**src/hw/rtl/ccsa_pkg.sv**
```systemverilog
// ----------------------------------------------------------------------------
// ccsa_pkg
// Shared widths, op codes, vector type and arctangent table for the
// circular cordic unit.
// ----------------------------------------------------------------------------
package ccsa_pkg;

	localparam int DATA_W    = 32;
	// working width of the x, y and z registers (vectoring growth and sign room)
	localparam int W         = 36;
	// gain multiply is split into a low and a high part of the 36-bit value
	localparam int SPLIT     = 18;
	localparam int PART_W    = 19;
	localparam int KW        = 25;
	localparam int PROD_W    = KW + PART_W;
	localparam int ACC_W     = 62;
	localparam int ROM_LEN   = 30;
	localparam int ROM_SCALE = 30;
	localparam int ROM_IW    = 5;

	typedef enum logic [1:0] {
		OP_SINCOS = 2'd0,
		OP_ATAN   = 2'd1,
		OP_MAG    = 2'd2,
		OP_NONE   = 2'd3
	} ccsa_op_t;

	typedef struct packed {
		logic signed [W-1:0] x;
		logic signed [W-1:0] y;
		logic signed [W-1:0] z;
	} ccsa_vec_t;

	typedef struct packed {
		logic                     done;
		logic signed [DATA_W-1:0] value;
	} ccsa_gain_rsp_t;

	// floor(atan(2^-i) * 2^30)
	localparam logic [ROM_SCALE-1:0] ATAN_ROM [ROM_LEN] = '{
		30'd843314856, 30'd497837829, 30'd263043836, 30'd133525158, 30'd67021686,
		30'd33543515,  30'd16775850,  30'd8388437,   30'd4194282,   30'd2097149,
		30'd1048575,   30'd524287,    30'd262143,    30'd131071,    30'd65535,
		30'd32767,     30'd16383,     30'd8191,      30'd4095,      30'd2047,
		30'd1023,      30'd511,       30'd255,       30'd127,       30'd63,
		30'd31,        30'd15,        30'd7,         30'd3,         30'd1
	};

	// table entry rounded from 2^30 scale down to the working fraction
	function automatic logic [DATA_W-1:0] atan_val(input logic [ROM_IW-1:0] idx,
			input int frac_bits);
		logic [DATA_W-1:0] e;
		int                s;
		s = ROM_SCALE - frac_bits;
		e = (idx < ROM_IW'(ROM_LEN)) ? DATA_W'(ATAN_ROM[idx]) : '0;
		return (e + (DATA_W'(1) << (s - 1))) >> s;
	endfunction

endpackage

```
**src/hw/rtl/ccsa_req_if.sv**
```systemverilog
// ----------------------------------------------------------------------------
// ccsa_req_if
// Request channel: op code and operands, valid/ready handshake.
// ----------------------------------------------------------------------------
interface ccsa_req_if;
	logic               valid;
	logic               ready;
	logic [1:0]         op;
	logic signed [31:0] x_in;
	logic signed [31:0] y_in;
	logic signed [31:0] angle_in;

	modport source(output valid, output op, output x_in, output y_in, output angle_in,
		input ready);
	modport sink(input valid, input op, input x_in, input y_in, input angle_in,
		output ready);
endinterface

```
**src/hw/rtl/ccsa_rsp_if.sv**
```systemverilog
// ----------------------------------------------------------------------------
// ccsa_rsp_if
// Result channel: value, cosine and error flag, valid/ready handshake.
// ----------------------------------------------------------------------------
interface ccsa_rsp_if;
	logic               valid;
	logic               ready;
	logic signed [31:0] value_out;
	logic signed [31:0] cos_out;
	logic               zero_input_error;

	modport source(output valid, output value_out, output cos_out,
		output zero_input_error, input ready);
	modport sink(input valid, input value_out, input cos_out,
		input zero_input_error, output ready);
endinterface

```
**src/hw/rtl/ccsa_microrot.sv**
```systemverilog
// ----------------------------------------------------------------------------
// ccsa_microrot
// Shared micro-rotation unit: one shift-add step of the cordic recurrence
// with half-up rounded shifts and the angle table lookup.
// ----------------------------------------------------------------------------
module ccsa_microrot #(
	parameter int FRAC_BITS = 16,
	parameter int IW        = 4
) (
	input  ccsa_pkg::ccsa_vec_t cur,
	input  logic                rotate,
	input  logic [IW-1:0]       idx,
	output ccsa_pkg::ccsa_vec_t nxt
);
	localparam int W = ccsa_pkg::W;

	logic signed [W-1:0] dx;
	logic signed [W-1:0] dy;
	logic signed [W-1:0] ang;
	logic                pos;

	function automatic logic signed [W-1:0] half_shift(input logic signed [W-1:0] v,
			input logic [IW-1:0] s);
		logic signed [W-1:0] t;
		t = (v >>> (s - IW'(1))) + W'(1);
		return (s == '0) ? v : (t >>> 1);
	endfunction

	always_comb begin
		pos = rotate ? !cur.z[W-1] : cur.y[W-1];
		dx  = half_shift(cur.y, idx);
		dy  = half_shift(cur.x, idx);
		ang = W'(ccsa_pkg::atan_val(ccsa_pkg::ROM_IW'(idx), FRAC_BITS));
		if (pos) begin
			nxt.x = cur.x - dx;
			nxt.y = cur.y + dy;
			nxt.z = cur.z - ang;
		end else begin
			nxt.x = cur.x + dx;
			nxt.y = cur.y - dy;
			nxt.z = cur.z + ang;
		end
	end
endmodule

```
**src/hw/rtl/ccsa_gain.sv**
```systemverilog
// ----------------------------------------------------------------------------
// ccsa_gain
// Gain scaling by K1 with round-half-up and 32-bit saturation, done as two
// registered partial products.
// ----------------------------------------------------------------------------
module ccsa_gain #(
	parameter int FRAC_BITS = 16
) (
	input  logic                              clk,
	input  logic                              arst_n,
	input  logic                              start,
	input  logic signed [ccsa_pkg::W-1:0]     v,
	output ccsa_pkg::ccsa_gain_rsp_t          rsp
);
	localparam int W      = ccsa_pkg::W;
	localparam int SPLIT  = ccsa_pkg::SPLIT;
	localparam int PART_W = ccsa_pkg::PART_W;
	localparam int KW     = ccsa_pkg::KW;
	localparam int PROD_W = ccsa_pkg::PROD_W;
	localparam int ACC_W  = ccsa_pkg::ACC_W;
	localparam int DATA_W = ccsa_pkg::DATA_W;
	localparam longint unsigned K1 = (64'd607253 << FRAC_BITS) / 64'd1000000;
	localparam logic signed [KW-1:0]    K1_S = KW'(K1);
	localparam logic signed [ACC_W-1:0] HALF = ACC_W'(64'd1 << (FRAC_BITS - 1));

	typedef enum logic [3:0] {
		G_IDLE = 4'b0001,
		G_LO   = 4'b0010,
		G_HI   = 4'b0100,
		G_SUM  = 4'b1000
	} gain_ph_t;

	gain_ph_t                  ph_q;
	logic signed [PART_W-1:0]  part;
	logic signed [PART_W-1:0]  hi_q;
	logic signed [PROD_W-1:0]  p_s1;
	logic signed [ACC_W-1:0]   acc_q;
	logic signed [ACC_W-1:0]   r;
	logic                      ovf;

	// low part is unsigned, high part carries the sign
	always_comb begin
		part = start ? PART_W'(signed'({1'b0, v[SPLIT-1:0]})) : hi_q;
		r    = acc_q >>> FRAC_BITS;
		ovf  = !((&r[ACC_W-1:DATA_W-1]) || !(|r[ACC_W-1:DATA_W-1]));
	end

	always_ff @(posedge clk or negedge arst_n) begin
		if (!arst_n) begin
			ph_q <= G_IDLE;
		end else begin
			case (ph_q)
				G_IDLE:  ph_q <= start ? G_LO : G_IDLE;
				G_LO:    ph_q <= G_HI;
				G_HI:    ph_q <= G_SUM;
				G_SUM:   ph_q <= start ? G_LO : G_IDLE;
				default: ph_q <= G_IDLE;
			endcase
		end
	end

	always_ff @(posedge clk) begin
		if (start) begin
			hi_q <= PART_W'(signed'(v[W-1:SPLIT]));
		end
		if (start || ph_q == G_LO) begin
			p_s1 <= K1_S * part;
		end
		if (ph_q == G_LO) begin
			acc_q <= HALF + ACC_W'(p_s1);
		end else if (ph_q == G_HI) begin
			acc_q <= acc_q + (ACC_W'(p_s1) <<< SPLIT);
		end
	end

	always_comb begin
		rsp.done = (ph_q == G_SUM);
		if (ovf) begin
			rsp.value = r[ACC_W-1] ? {1'b1, {(DATA_W-1){1'b0}}} : {1'b0, {(DATA_W-1){1'b1}}};
		end else begin
			rsp.value = r[DATA_W-1:0];
		end
	end
endmodule

```
**src/hw/rtl/cordic_circular_sincos_atan_top.sv**
```systemverilog
// ----------------------------------------------------------------------------
// cordic_circular_sincos_atan_top
// Accept to result valid: iterations then two gain passes for sine/cosine, one
// for magnitude; arctangent prescales (doubling one bit a cycle) and iterates;
// the arctangent of the origin and an unused op code go straight to the result.
// One item at a time through a single shift-add unit and the shared gain
// multiplier; the next request is taken the cycle after the result loads.
// Reset clears the sequencer and the result valid; no data is reset.
// ----------------------------------------------------------------------------
module cordic_circular_sincos_atan_top #(
	parameter int ITERATIONS = 16,
	parameter int FRAC_BITS  = 16
) (
	input  logic        clk,
	input  logic        arst_n,
	ccsa_req_if.sink    req,
	ccsa_rsp_if.source  rsp
);
	localparam int W      = ccsa_pkg::W;
	localparam int DATA_W = ccsa_pkg::DATA_W;
	localparam int IW     = $clog2(ITERATIONS);
	localparam logic signed [W-1:0] ONE  = W'(64'd1 << FRAC_BITS);
	localparam logic signed [W-1:0] HALF = W'(64'd1 << (FRAC_BITS - 1));

	typedef enum logic [7:0] {
		S_IDLE    = 8'b0000_0001,
		S_PRE     = 8'b0000_0010,
		S_ITER    = 8'b0000_0100,
		S_G1_GO   = 8'b0000_1000,
		S_G1_WAIT = 8'b0001_0000,
		S_G2_GO   = 8'b0010_0000,
		S_G2_WAIT = 8'b0100_0000,
		S_FIN     = 8'b1000_0000
	} state_t;

	state_t                     state_q;
	state_t                     state_d;
	ccsa_pkg::ccsa_op_t         op_q;
	ccsa_pkg::ccsa_op_t         req_op;
	ccsa_pkg::ccsa_vec_t        vec_q;
	ccsa_pkg::ccsa_vec_t        vec_nxt;
	ccsa_pkg::ccsa_gain_rsp_t   gain_rsp;
	logic [IW-1:0]              i_q;
	logic signed [DATA_W-1:0]   val_q;
	logic signed [DATA_W-1:0]   cos_q;
	logic                       err_q;
	logic                       ov_q;
	logic signed [DATA_W-1:0]   out_val_q;
	logic signed [DATA_W-1:0]   out_cos_q;
	logic                       out_err_q;
	logic                       accept;
	logic                       fin_fire;
	logic                       last_iter;
	logic                       pre_dbl;
	logic                       origin;
	logic                       gain_start;
	logic signed [W-1:0]        gain_v;

	ccsa_microrot #(
		.FRAC_BITS (FRAC_BITS),
		.IW        (IW)
	) u_rot (
		.cur    (vec_q),
		.rotate (op_q == ccsa_pkg::OP_SINCOS),
		.idx    (i_q),
		.nxt    (vec_nxt)
	);

	ccsa_gain #(
		.FRAC_BITS (FRAC_BITS)
	) u_gain (
		.clk    (clk),
		.arst_n (arst_n),
		.start  (gain_start),
		.v      (gain_v),
		.rsp    (gain_rsp)
	);

	always_comb begin
		req_op     = ccsa_pkg::ccsa_op_t'(req.op);
		req.ready  = (state_q == S_IDLE);
		accept     = req.valid && req.ready;
		fin_fire   = (state_q == S_FIN) && (!ov_q || rsp.ready);
		last_iter  = (i_q == IW'(ITERATIONS - 1));
		origin     = (req.x_in == '0) && (req.y_in == '0);
		// keep doubling while both coordinates sit below half scale
		pre_dbl    = (vec_q.x > -HALF) && (vec_q.x < HALF)
			&& (vec_q.y > -HALF) && (vec_q.y < HALF);
		gain_start = (state_q == S_G1_GO) || (state_q == S_G2_GO);
		// first gain pass takes y for sine, x for magnitude; second pass is cosine
		gain_v     = (state_q == S_G1_GO && op_q == ccsa_pkg::OP_SINCOS) ? vec_q.y : vec_q.x;
	end

	always_comb begin
		state_d = state_q;
		case (state_q)
			S_IDLE: begin
				if (accept) begin
					case (req_op)
						ccsa_pkg::OP_SINCOS: state_d = S_ITER;
						ccsa_pkg::OP_MAG:    state_d = S_ITER;
						ccsa_pkg::OP_ATAN:   state_d = origin ? S_FIN : S_PRE;
						default:             state_d = S_FIN;
					endcase
				end
			end
			S_PRE: begin
				if (!pre_dbl) state_d = S_ITER;
			end
			S_ITER: begin
				if (last_iter) state_d = (op_q == ccsa_pkg::OP_ATAN) ? S_FIN : S_G1_GO;
			end
			S_G1_GO: state_d = S_G1_WAIT;
			S_G1_WAIT: begin
				if (gain_rsp.done) begin
					state_d = (op_q == ccsa_pkg::OP_SINCOS) ? S_G2_GO : S_FIN;
				end
			end
			S_G2_GO: state_d = S_G2_WAIT;
			S_G2_WAIT: begin
				if (gain_rsp.done) state_d = S_FIN;
			end
			S_FIN: begin
				if (fin_fire) state_d = S_IDLE;
			end
			default: state_d = S_IDLE;
		endcase
	end

	always_ff @(posedge clk or negedge arst_n) begin
		if (!arst_n) begin
			state_q <= S_IDLE;
			ov_q    <= 1'b0;
		end else begin
			state_q <= state_d;
			if (fin_fire) begin
				ov_q <= 1'b1;
			end else if (rsp.ready) begin
				ov_q <= 1'b0;
			end
		end
	end

	always_ff @(posedge clk) begin
		if (accept) begin
			op_q  <= req_op;
			i_q   <= '0;
			cos_q <= '0;
			err_q <= (req_op == ccsa_pkg::OP_ATAN) && origin;
			val_q <= ((req_op == ccsa_pkg::OP_ATAN) && origin) ? '1 : '0;
			if (req_op == ccsa_pkg::OP_SINCOS) begin
				vec_q.x <= ONE;
				vec_q.y <= '0;
				vec_q.z <= W'(req.angle_in);
			end else begin
				vec_q.x <= W'(req.x_in);
				vec_q.y <= W'(req.y_in);
				vec_q.z <= '0;
			end
		end
		if (state_q == S_PRE && pre_dbl) begin
			vec_q.x <= vec_q.x <<< 1;
			vec_q.y <= vec_q.y <<< 1;
		end
		if (state_q == S_ITER) begin
			vec_q <= vec_nxt;
			i_q   <= i_q + IW'(1);
			if (last_iter && op_q == ccsa_pkg::OP_ATAN) begin
				val_q <= vec_nxt.z[DATA_W-1:0];
			end
		end
		if (state_q == S_G1_WAIT && gain_rsp.done) begin
			val_q <= gain_rsp.value;
		end
		if (state_q == S_G2_WAIT && gain_rsp.done) begin
			cos_q <= gain_rsp.value;
		end
		if (fin_fire) begin
			out_val_q <= val_q;
			out_cos_q <= cos_q;
			out_err_q <= err_q;
		end
	end

	assign rsp.valid            = ov_q;
	assign rsp.value_out        = out_val_q;
	assign rsp.cos_out          = out_cos_q;
	assign rsp.zero_input_error = out_err_q;
endmodule

```
**src/flat_wrapper.sv**
```systemverilog
// flat-port wrapper written by rule: the top's interface ports become plain ports
module cordic_circular_sincos_atan_top_flat 
#(
	parameter int ITERATIONS = 16,
	parameter int FRAC_BITS  = 16
)
  (clk, arst_n, req_valid, req_op, req_x_in, req_y_in, req_angle_in, req_ready, rsp_valid, rsp_value_out, rsp_cos_out, rsp_zero_input_error, rsp_ready);
  ccsa_req_if req_i ();
  ccsa_rsp_if rsp_i ();
  input  logic clk;
  input  logic arst_n;
  input wire logic [$bits(req_i.valid)-1:0] req_valid;
  input wire logic [$bits(req_i.op)-1:0] req_op;
  input wire logic [$bits(req_i.x_in)-1:0] req_x_in;
  input wire logic [$bits(req_i.y_in)-1:0] req_y_in;
  input wire logic [$bits(req_i.angle_in)-1:0] req_angle_in;
  output wire logic [$bits(req_i.ready)-1:0] req_ready;
  output wire logic [$bits(rsp_i.valid)-1:0] rsp_valid;
  output wire logic [$bits(rsp_i.value_out)-1:0] rsp_value_out;
  output wire logic [$bits(rsp_i.cos_out)-1:0] rsp_cos_out;
  output wire logic [$bits(rsp_i.zero_input_error)-1:0] rsp_zero_input_error;
  input wire logic [$bits(rsp_i.ready)-1:0] rsp_ready;
  assign req_i.valid = req_valid;
  assign req_i.op = req_op;
  assign req_i.x_in = req_x_in;
  assign req_i.y_in = req_y_in;
  assign req_i.angle_in = req_angle_in;
  assign req_ready = req_i.ready;
  assign rsp_valid = rsp_i.valid;
  assign rsp_value_out = rsp_i.value_out;
  assign rsp_cos_out = rsp_i.cos_out;
  assign rsp_zero_input_error = rsp_i.zero_input_error;
  assign rsp_i.ready = rsp_ready;
  cordic_circular_sincos_atan_top #(.ITERATIONS(ITERATIONS), .FRAC_BITS(FRAC_BITS)) u_core (.clk(clk), .arst_n(arst_n), .req(req_i), .rsp(rsp_i));
endmodule
```
**config.mk**
```make
export PLATFORM = sky130hd
export DESIGN_NAME = cordic_circular_sincos_atan_top_flat
export DESIGN_NICKNAME = d
export VERILOG_FILES = /design/src/hw/rtl/ccsa_pkg.sv /design/src/hw/rtl/ccsa_req_if.sv /design/src/hw/rtl/ccsa_rsp_if.sv /design/src/hw/rtl/ccsa_microrot.sv /design/src/hw/rtl/ccsa_gain.sv /design/src/hw/rtl/cordic_circular_sincos_atan_top.sv /design/src/flat_wrapper.sv
export SDC_FILE = /design/constraint.sdc
export NUM_CORES = 2
export LEC_CHECK = 0
export CAP_MARGIN = 25
export CELL_PAD_IN_SITES_DETAIL_PLACEMENT = 0
export CELL_PAD_IN_SITES_GLOBAL_PLACEMENT = 1
export CORE_MARGIN = 1.5
export CORE_UTILIZATION = 57
export CTS_BUF_LIST = sky130_fd_sc_hd__clkbuf_8
export DETAILED_ROUTE_END_ITERATION = 12
export DONT_BUFFER_PORTS = 1
export PLACE_DENSITY_LB_ADDON = 0.25
export SETUP_SLACK_MARGIN = 0.3
export SYNTH_ARGS = -nofsm -noshare
export SYNTH_HDL_FRONTEND = slang
export SYNTH_SLANG_ARGS = --single-unit
```
**constraint.sdc**
```tcl
create_clock -name clk -period 21 [get_ports clk]
set_input_delay 4.2 -clock clk [delete_from_list [all_inputs] [get_ports clk]]
set_output_delay 4.2 -clock clk [all_outputs]
set_load 0.05 [all_outputs]
```
Word level (Yosys, flattened, before mapping)
Memory sizes are Yosys's and may differ from the RTL's.
Cells that the tools add are included.
{"block": "word_totals", "wordCells": 138, "mem_count": 1, "reg_bits": 371, "mem_bits_ro": 960, "latch_bits": 0, "ram_bits": 0}
{"block": "classes", "n_mux": 41, "shift": 2, "n_mul": 1, "bitwise": 1, "n_reduce_logical": 34, "n_addsub": 13, "n_eq_ne": 22, "magnitude_cmp": 6, "n_div": 0}
{"name": "(name not given)", "words": 32, "word_bits": 30, "rd": 1, "rd_clocked_by_memory_dff": 0, "write_ports": 0, "line": "ccsa_pkg.sv:55", "rtl": "e = (idx < ROM_IW'(ROM_LEN)) ? DATA_W'(ATAN_ROM[idx]) : '0;"}
{"op": "two-way mux 108 bit", "n": 4}
{"op": "two-way mux 32 bit", "n": 9}
{"op": "two-way mux 62 bit", "n": 2}
{"op": "two-way mux 36 bit", "n": 3}
{"op": "two-way mux 30 bit", "n": 3}
{"op": "adder 36 x 2 -> 36 bit, second input constant", "n": 2}
{"op": "adder 36 bit", "n": 2}
{"op": "greater-than comparator 36 x 16 -> 1 bit, second input constant", "n": 2}
{"op": "< comparator 36 x 17 -> 1 bit, second input constant", "n": 2}
{"op": "two-way mux 72 bit", "n": 1}
{"op": "two-way mux 8 bit", "n": 9}
{"op": ">>> shifter 36 x 4 -> 36 bit", "n": 2}
{"op": "subtractor 36 bit", "n": 2}
{"op": "zero test 32 bit", "n": 2}
{"op": "one-hot mux 8 bit (8 select lines)", "n": 1}
{"op": "adder 62 x 54 -> 62 bit", "n": 1}
{"op": "adder 17 x 36 -> 37 bit, first input constant", "n": 1}
{"op": "adder 36 x 19 -> 36 bit", "n": 1}
{"op": "subtractor 36 x 18 -> 36 bit", "n": 1}
{"op": "multiplier 15 x 19 -> 34 bit, first input constant", "n": 1}
{"op": "adder 30 x 14 -> 31 bit, second input constant", "n": 1}
{"op": "two-way mux 19 bit", "n": 1}
{"op": "one-hot mux 8 bit (2 select lines)", "n": 1}
{"op": "AND reduction 15 bit", "n": 1}
{"op": "35 further kinds", "n": 65}

Longest topological paths before layout
{"block": "logic_depth", "depth_word": 11, "depth_mapped": 42, "ltp_nobuf": 35}

Hierarchy
Synthesis repeated with hierarchy kept, for this count alone.
{"block": "unflattened", "hier_cells": 4107, "area_unflattened_um2": 38446.9}
{"mod": "ccsa_microrot", "seq_area_each_um2": 0.0, "area_per_inst_um2": 14470.1, "cells_each": 1842, "instances": 1}
{"mod": "ccsa_gain", "seq_area_each_um2": 3044.2, "area_per_inst_um2": 12510.7, "cells_each": 1261, "instances": 1}
{"mod": "cordic_circular_sincos_atan_top", "seq_area_each_um2": 7233.2, "area_per_inst_um2": 11466.0, "cells_each": 1004, "instances": 1}

Least setup slack after synthesis
OpenSTA, ideal clock, no wires.
{"block": "synth_timing", "path_type": "register to register", "startpoint": "reg u_core.i_q[0]", "endpoint": "reg u_core.vec_q[107] (netlist bit), data pin", "period_less_slack_ps": 8570, "path_slack_ps": 12430, "stages_incl_launch_ff": 41, "t_arrival_ps": 8297, "setup_ps": 273, "path_cell_list": "edfxtp_1 > buf_4 > inv_1 > buf_2 > buf_4 > buf_2 > ha_1 > inv_1 > ha_1 > buf_2 > inv_2 > buf_2 > buf_2 > mux4_2 > inv_1 > ha_1 > inv_1 > or4_1 > (+5 left out) > and4_1 > a31oi_1 > nor2_1 > xnor2_1 > ha_1 > a21oi_1 > o21bai_1 > a21o_1 > a21o_1 > a21o_1 > a21o_1 > a221oi_1 > o21ai_0 > a21oi_1 > o21a_1 > xor2_1 > nand3b_1 > o311ai_1"}
{"block": "synth_via", "elab_chain_cells": 7}
{"item": "from (decl)", "line": "cordic_circular_sincos_atan_top.sv:43", "rtl": "logic [IW-1:0] i_q;"}
{"item": "from (signal assigned)", "line": "cordic_circular_sincos_atan_top.sv:167", "rtl": "i_q <= i_q + IW'(1);"}
{"item": "subtractor 4 x 1 -> 4 bit", "line": "ccsa_microrot.sv:25", "rtl": "t = (v >>> (s - IW'(1))) + W'(1);"}
{"item": ">>> shifter 36 x 4 -> 36 bit", "line": "ccsa_microrot.sv:25"}
{"item": "adder 36 x 2 -> 36 bit", "line": "ccsa_microrot.sv:25"}
{"item": "two-way mux 36 bit (*)", "line": "ccsa_microrot.sv:26", "rtl": "return (s == '0) ? v : (t >>> 1);"}
{"item": "adder 36 bit or subtractor 36 bit (tied branches)", "line": "ccsa_microrot.sv:39, ccsa_microrot.sv:35"}
{"item": "two-way mux 108 bit (*)", "line": "ccsa_microrot.sv:34", "rtl": "if (pos) begin"}
{"item": "two-way mux 108 bit (*)", "line": "cordic_circular_sincos_atan_top.sv:165", "rtl": "if (state_q == S_ITER) begin"}
{"item": "to (signal assigned)", "line": "cordic_circular_sincos_atan_top.sv:166", "rtl": "vec_q <= vec_nxt;"}
{"item": "to (decl)", "line": "cordic_circular_sincos_atan_top.sv:40", "rtl": "ccsa_pkg::ccsa_vec_t vec_q;"}
Mark *: on every way between the ends. The rest lies on a longest branch, timed or not.
A chain may end at the register's enable or synchronous reset.

Final worst setup path
Ends and elaborated chain as after synthesis.

==> metrics <==
peak per-stage delay on the critical path=0.76 ns; synthesized instance count=3881; FF-to-FF End=u_core.vec_q[107]$_DFFE_PP_; Worst Hold Path EP=u_core.rsp.cos_out[25]$_DFFE_PP_; Setup crit start kind=flop; GP Congestion=1.04; Post-Synth XOR/XNOR Area=8.12%; largest net degree at the start of global routing=106; Setup WS pre-CTS=10.77 ns; Final Hold Viols=0; worst path buffer plus inverter count=9; Avg WL per Cell=25.9 µm; max-slew violations=0; DRC Markers=0; fraction of registers with async set/reset=3.66%; first-pass GRT wire length=184000 µm; Worst-Skew Late Latency=0.70 ns; Rows=92; Synth Net Count=4391; Slew @ Worst Pin=1.23 ns; Post-DRT Antenna Nets=0; critical path class=flop to flop; DRT Wirelength=123000 µm; area added between synthesis and finish=6.42%; # IOs=169; initial DRC count=3221; H-Tree Depth=3; Synth top area share=25.5%; Die Area=65500 µm²; Tcrit/Tclk final=49.8%; Worst Path Arrival=10.86 ns; commonest non-fill, non-tap cell in the layout=inv_1; Post-CTS Resized=0; commonest cells after routing, fill and taps aside=335 x inv_1, 310 x edfxtp_1, 292 x o21ai_0, 292 x a21oi_1, 277 x ha_1; nets@finish=4350; hold_buf cts=0; final count of negative-setup-slack endpoints=0; Min-Delay Startpoint=u_core.cos_q[25]$_SDFFCE_PN0P_; vias in the first global route=30.0k; TritonCTS buffer count=66; Initial Util=57.8%; post-layout minimum cycle time=10.45 ns; element type at the critical path end=flop; RSZ-0062 raised after global routing=false; largest cells by area after synthesis=edfxtp_1 26%, ha_1 9.5%, fa_1 7.1%; post-CTS setup buffer count=0; Hold Path Class=flop to flop; flops & latches, synth=355; mux contribution to synthesized area=11.0%; Yosys warnings=0; Post-synth EDFFs=310; final hold slack=0.401 ns; Worst R2R Path Depth=36; Avg Inst Size Synth=9.39 µm²; Placed Instances=4606; Clock Skew=0.0422 ns; largest family of logic cells by synthesized area=adder cells; critical path required time=21.41 ns; clk root buf=clkbuf_8; post-synthesis adder-cell area fraction=16.7%; worst hold path depth=0; Top delay family on crit path=compound AO/OA/AOI/OAI gates; Die Ht=256 µm; TNS Setup=0 ns; post-synthesis sequential area ratio=28.2%; total track usage=37.0%; share of cells above drive strength 1=10.2%; Reg2Reg Setup Slack=10.55 ns; Slew headroom=18.3%; core box area=63100 µm²; via count=31.1k; Compound-Gate Fraction of Synth Area=16.6%; Non-Filler Instances=4741; Syn Std Cell Area=36400 µm²; HPWL after detailed placement=95500 µm; Synth Area in Simple Gates=13.9%; Clock transition at path regs=0.06 ns; setup ws final=10.55 ns; Max Buffers Root-to-Sink=3; Synth area leader=edfxtp_1; GR Overflow Total=0; fillers=5350; die width=256 µm; First-pass DRT Iterations=5; Fmax=95.7 MHz; Post-synth top flop=edfxtp_1; initial antenna violation count=15; slowest CP cell=or4_1; crit-path max FO=48; worst r2r src=u_core.i_q[0]$_SDFFCE_PN0P_; Max Cap Viol=0; IO Port Bufs=0; outcome=complete, no violations; clk sinks=355; CTS tree=built; number of distinct library cells after synthesis=97; DR vias/cell=6.55
[layer usage]
metal  GRT usage (%)  vias to the layer above  part of all wire (%)
li1                -                    14100                     -
met1            48.7                    14900                    41
met2            56.8                     1602                    44
met3            8.83                      348                   9.4
met4            19.1                       26                   5.7
met5               0                        -                  0.14
[sequential cells by signal, indices dropped and copies added (netlist names)]
register and flops:
u_core.cos_q 32, u_core.err_q 1, u_core.i_q 4, u_core.op_q 2, u_core.rsp.cos_out 32, u_core.rsp.valid 1, u_core.rsp.value_out 32, u_core.rsp.zero_input_error 1
u_core.state_q 8, u_core.u_gain.acc_q 46, u_core.u_gain.hi_q 18, u_core.u_gain.p_s1 34, u_core.u_gain.ph_q 4, u_core.val_q 32, u_core.vec_q 108
[cell usage after synthesis (all sizes together), types with 58 or more instances]
master / n
ha: 278
clkbuf: 116
o21ai: 305
xnor2: 195
edfxtp: 310
nor2: 233
nand3: 111
mux4: 69
a211oi: 58
a21oi: 293
xor2: 143
inv: 326
mux2: 120
nor4: 68
mux2i: 109
nand2: 237
nor3: 77
fa: 130
a21o: 91
[through the flow]
stage	utilization (%)	area [µm²]
floorplan	-	36400
global placement	58.9	37200
detailed placement	59.0	37200
CTS	61.2	38600
global route	61.5	38800
finish	61.5	38800
[kinds of logic after synthesis]
logic type                 after synthesis
and+or+nand+nor                        994
AOI/OAI and AO/OA                      989
buffers and inverters                  497
adders and majority gates              408
DFF                                    355
xor gates and xnor gates               338
muxes                                  298
other                                    2
[cell type report]
class / instances / area, µm² / share of cell area, %
diodes: 5 / 12.5 / 0.0323
clock buffers: 70 / 963 / 2.48
clock inverters: 48 / 394 / 1.02
inverters: 326 / 1220 / 3.16
multi-input cells: 3029 / 24300 / 62.5
flip-flops and latches: 355 / 10300 / 26.5
well taps: 846 / 1060 / 2.73
repair buffers: 62 / 598 / 1.54
[worst max-delay path by stage]
stage / cells past startpoint / slack, ns / startpoint / to
final: 36 / 10.55 / u_core.i_q[0]$_SDFFCE_PN0P_ / u_core.vec_q[107]$_DFFE_PP_
after global routing: 36 / 9.92 / u_core.i_q[0]$_SDFFCE_PN0P_ / u_core.vec_q[107]$_DFFE_PP_
after CTS: 36 / 10.75 / u_core.i_q[0]$_SDFFCE_PN0P_ / u_core.vec_q[107]$_DFFE_PP_
after detailed placement: 36 / 10.77 / u_core.i_q[0]$_SDFFCE_PN0P_ / u_core.vec_q[107]$_DFFE_PP_
after global placement: 36 / 11.17 / u_core.i_q[0]$_SDFFCE_PN0P_ / u_core.vec_q[107]$_DFFE_PP_
after floorplan: 40 / 12.43 / u_core.i_q[0]$_SDFFCE_PN0P_ / u_core.vec_q[107]$_DFFE_PP_
Power is not shown: default switching activity piles up to over one toggle a cycle in this logic, so the estimate is an artifact.
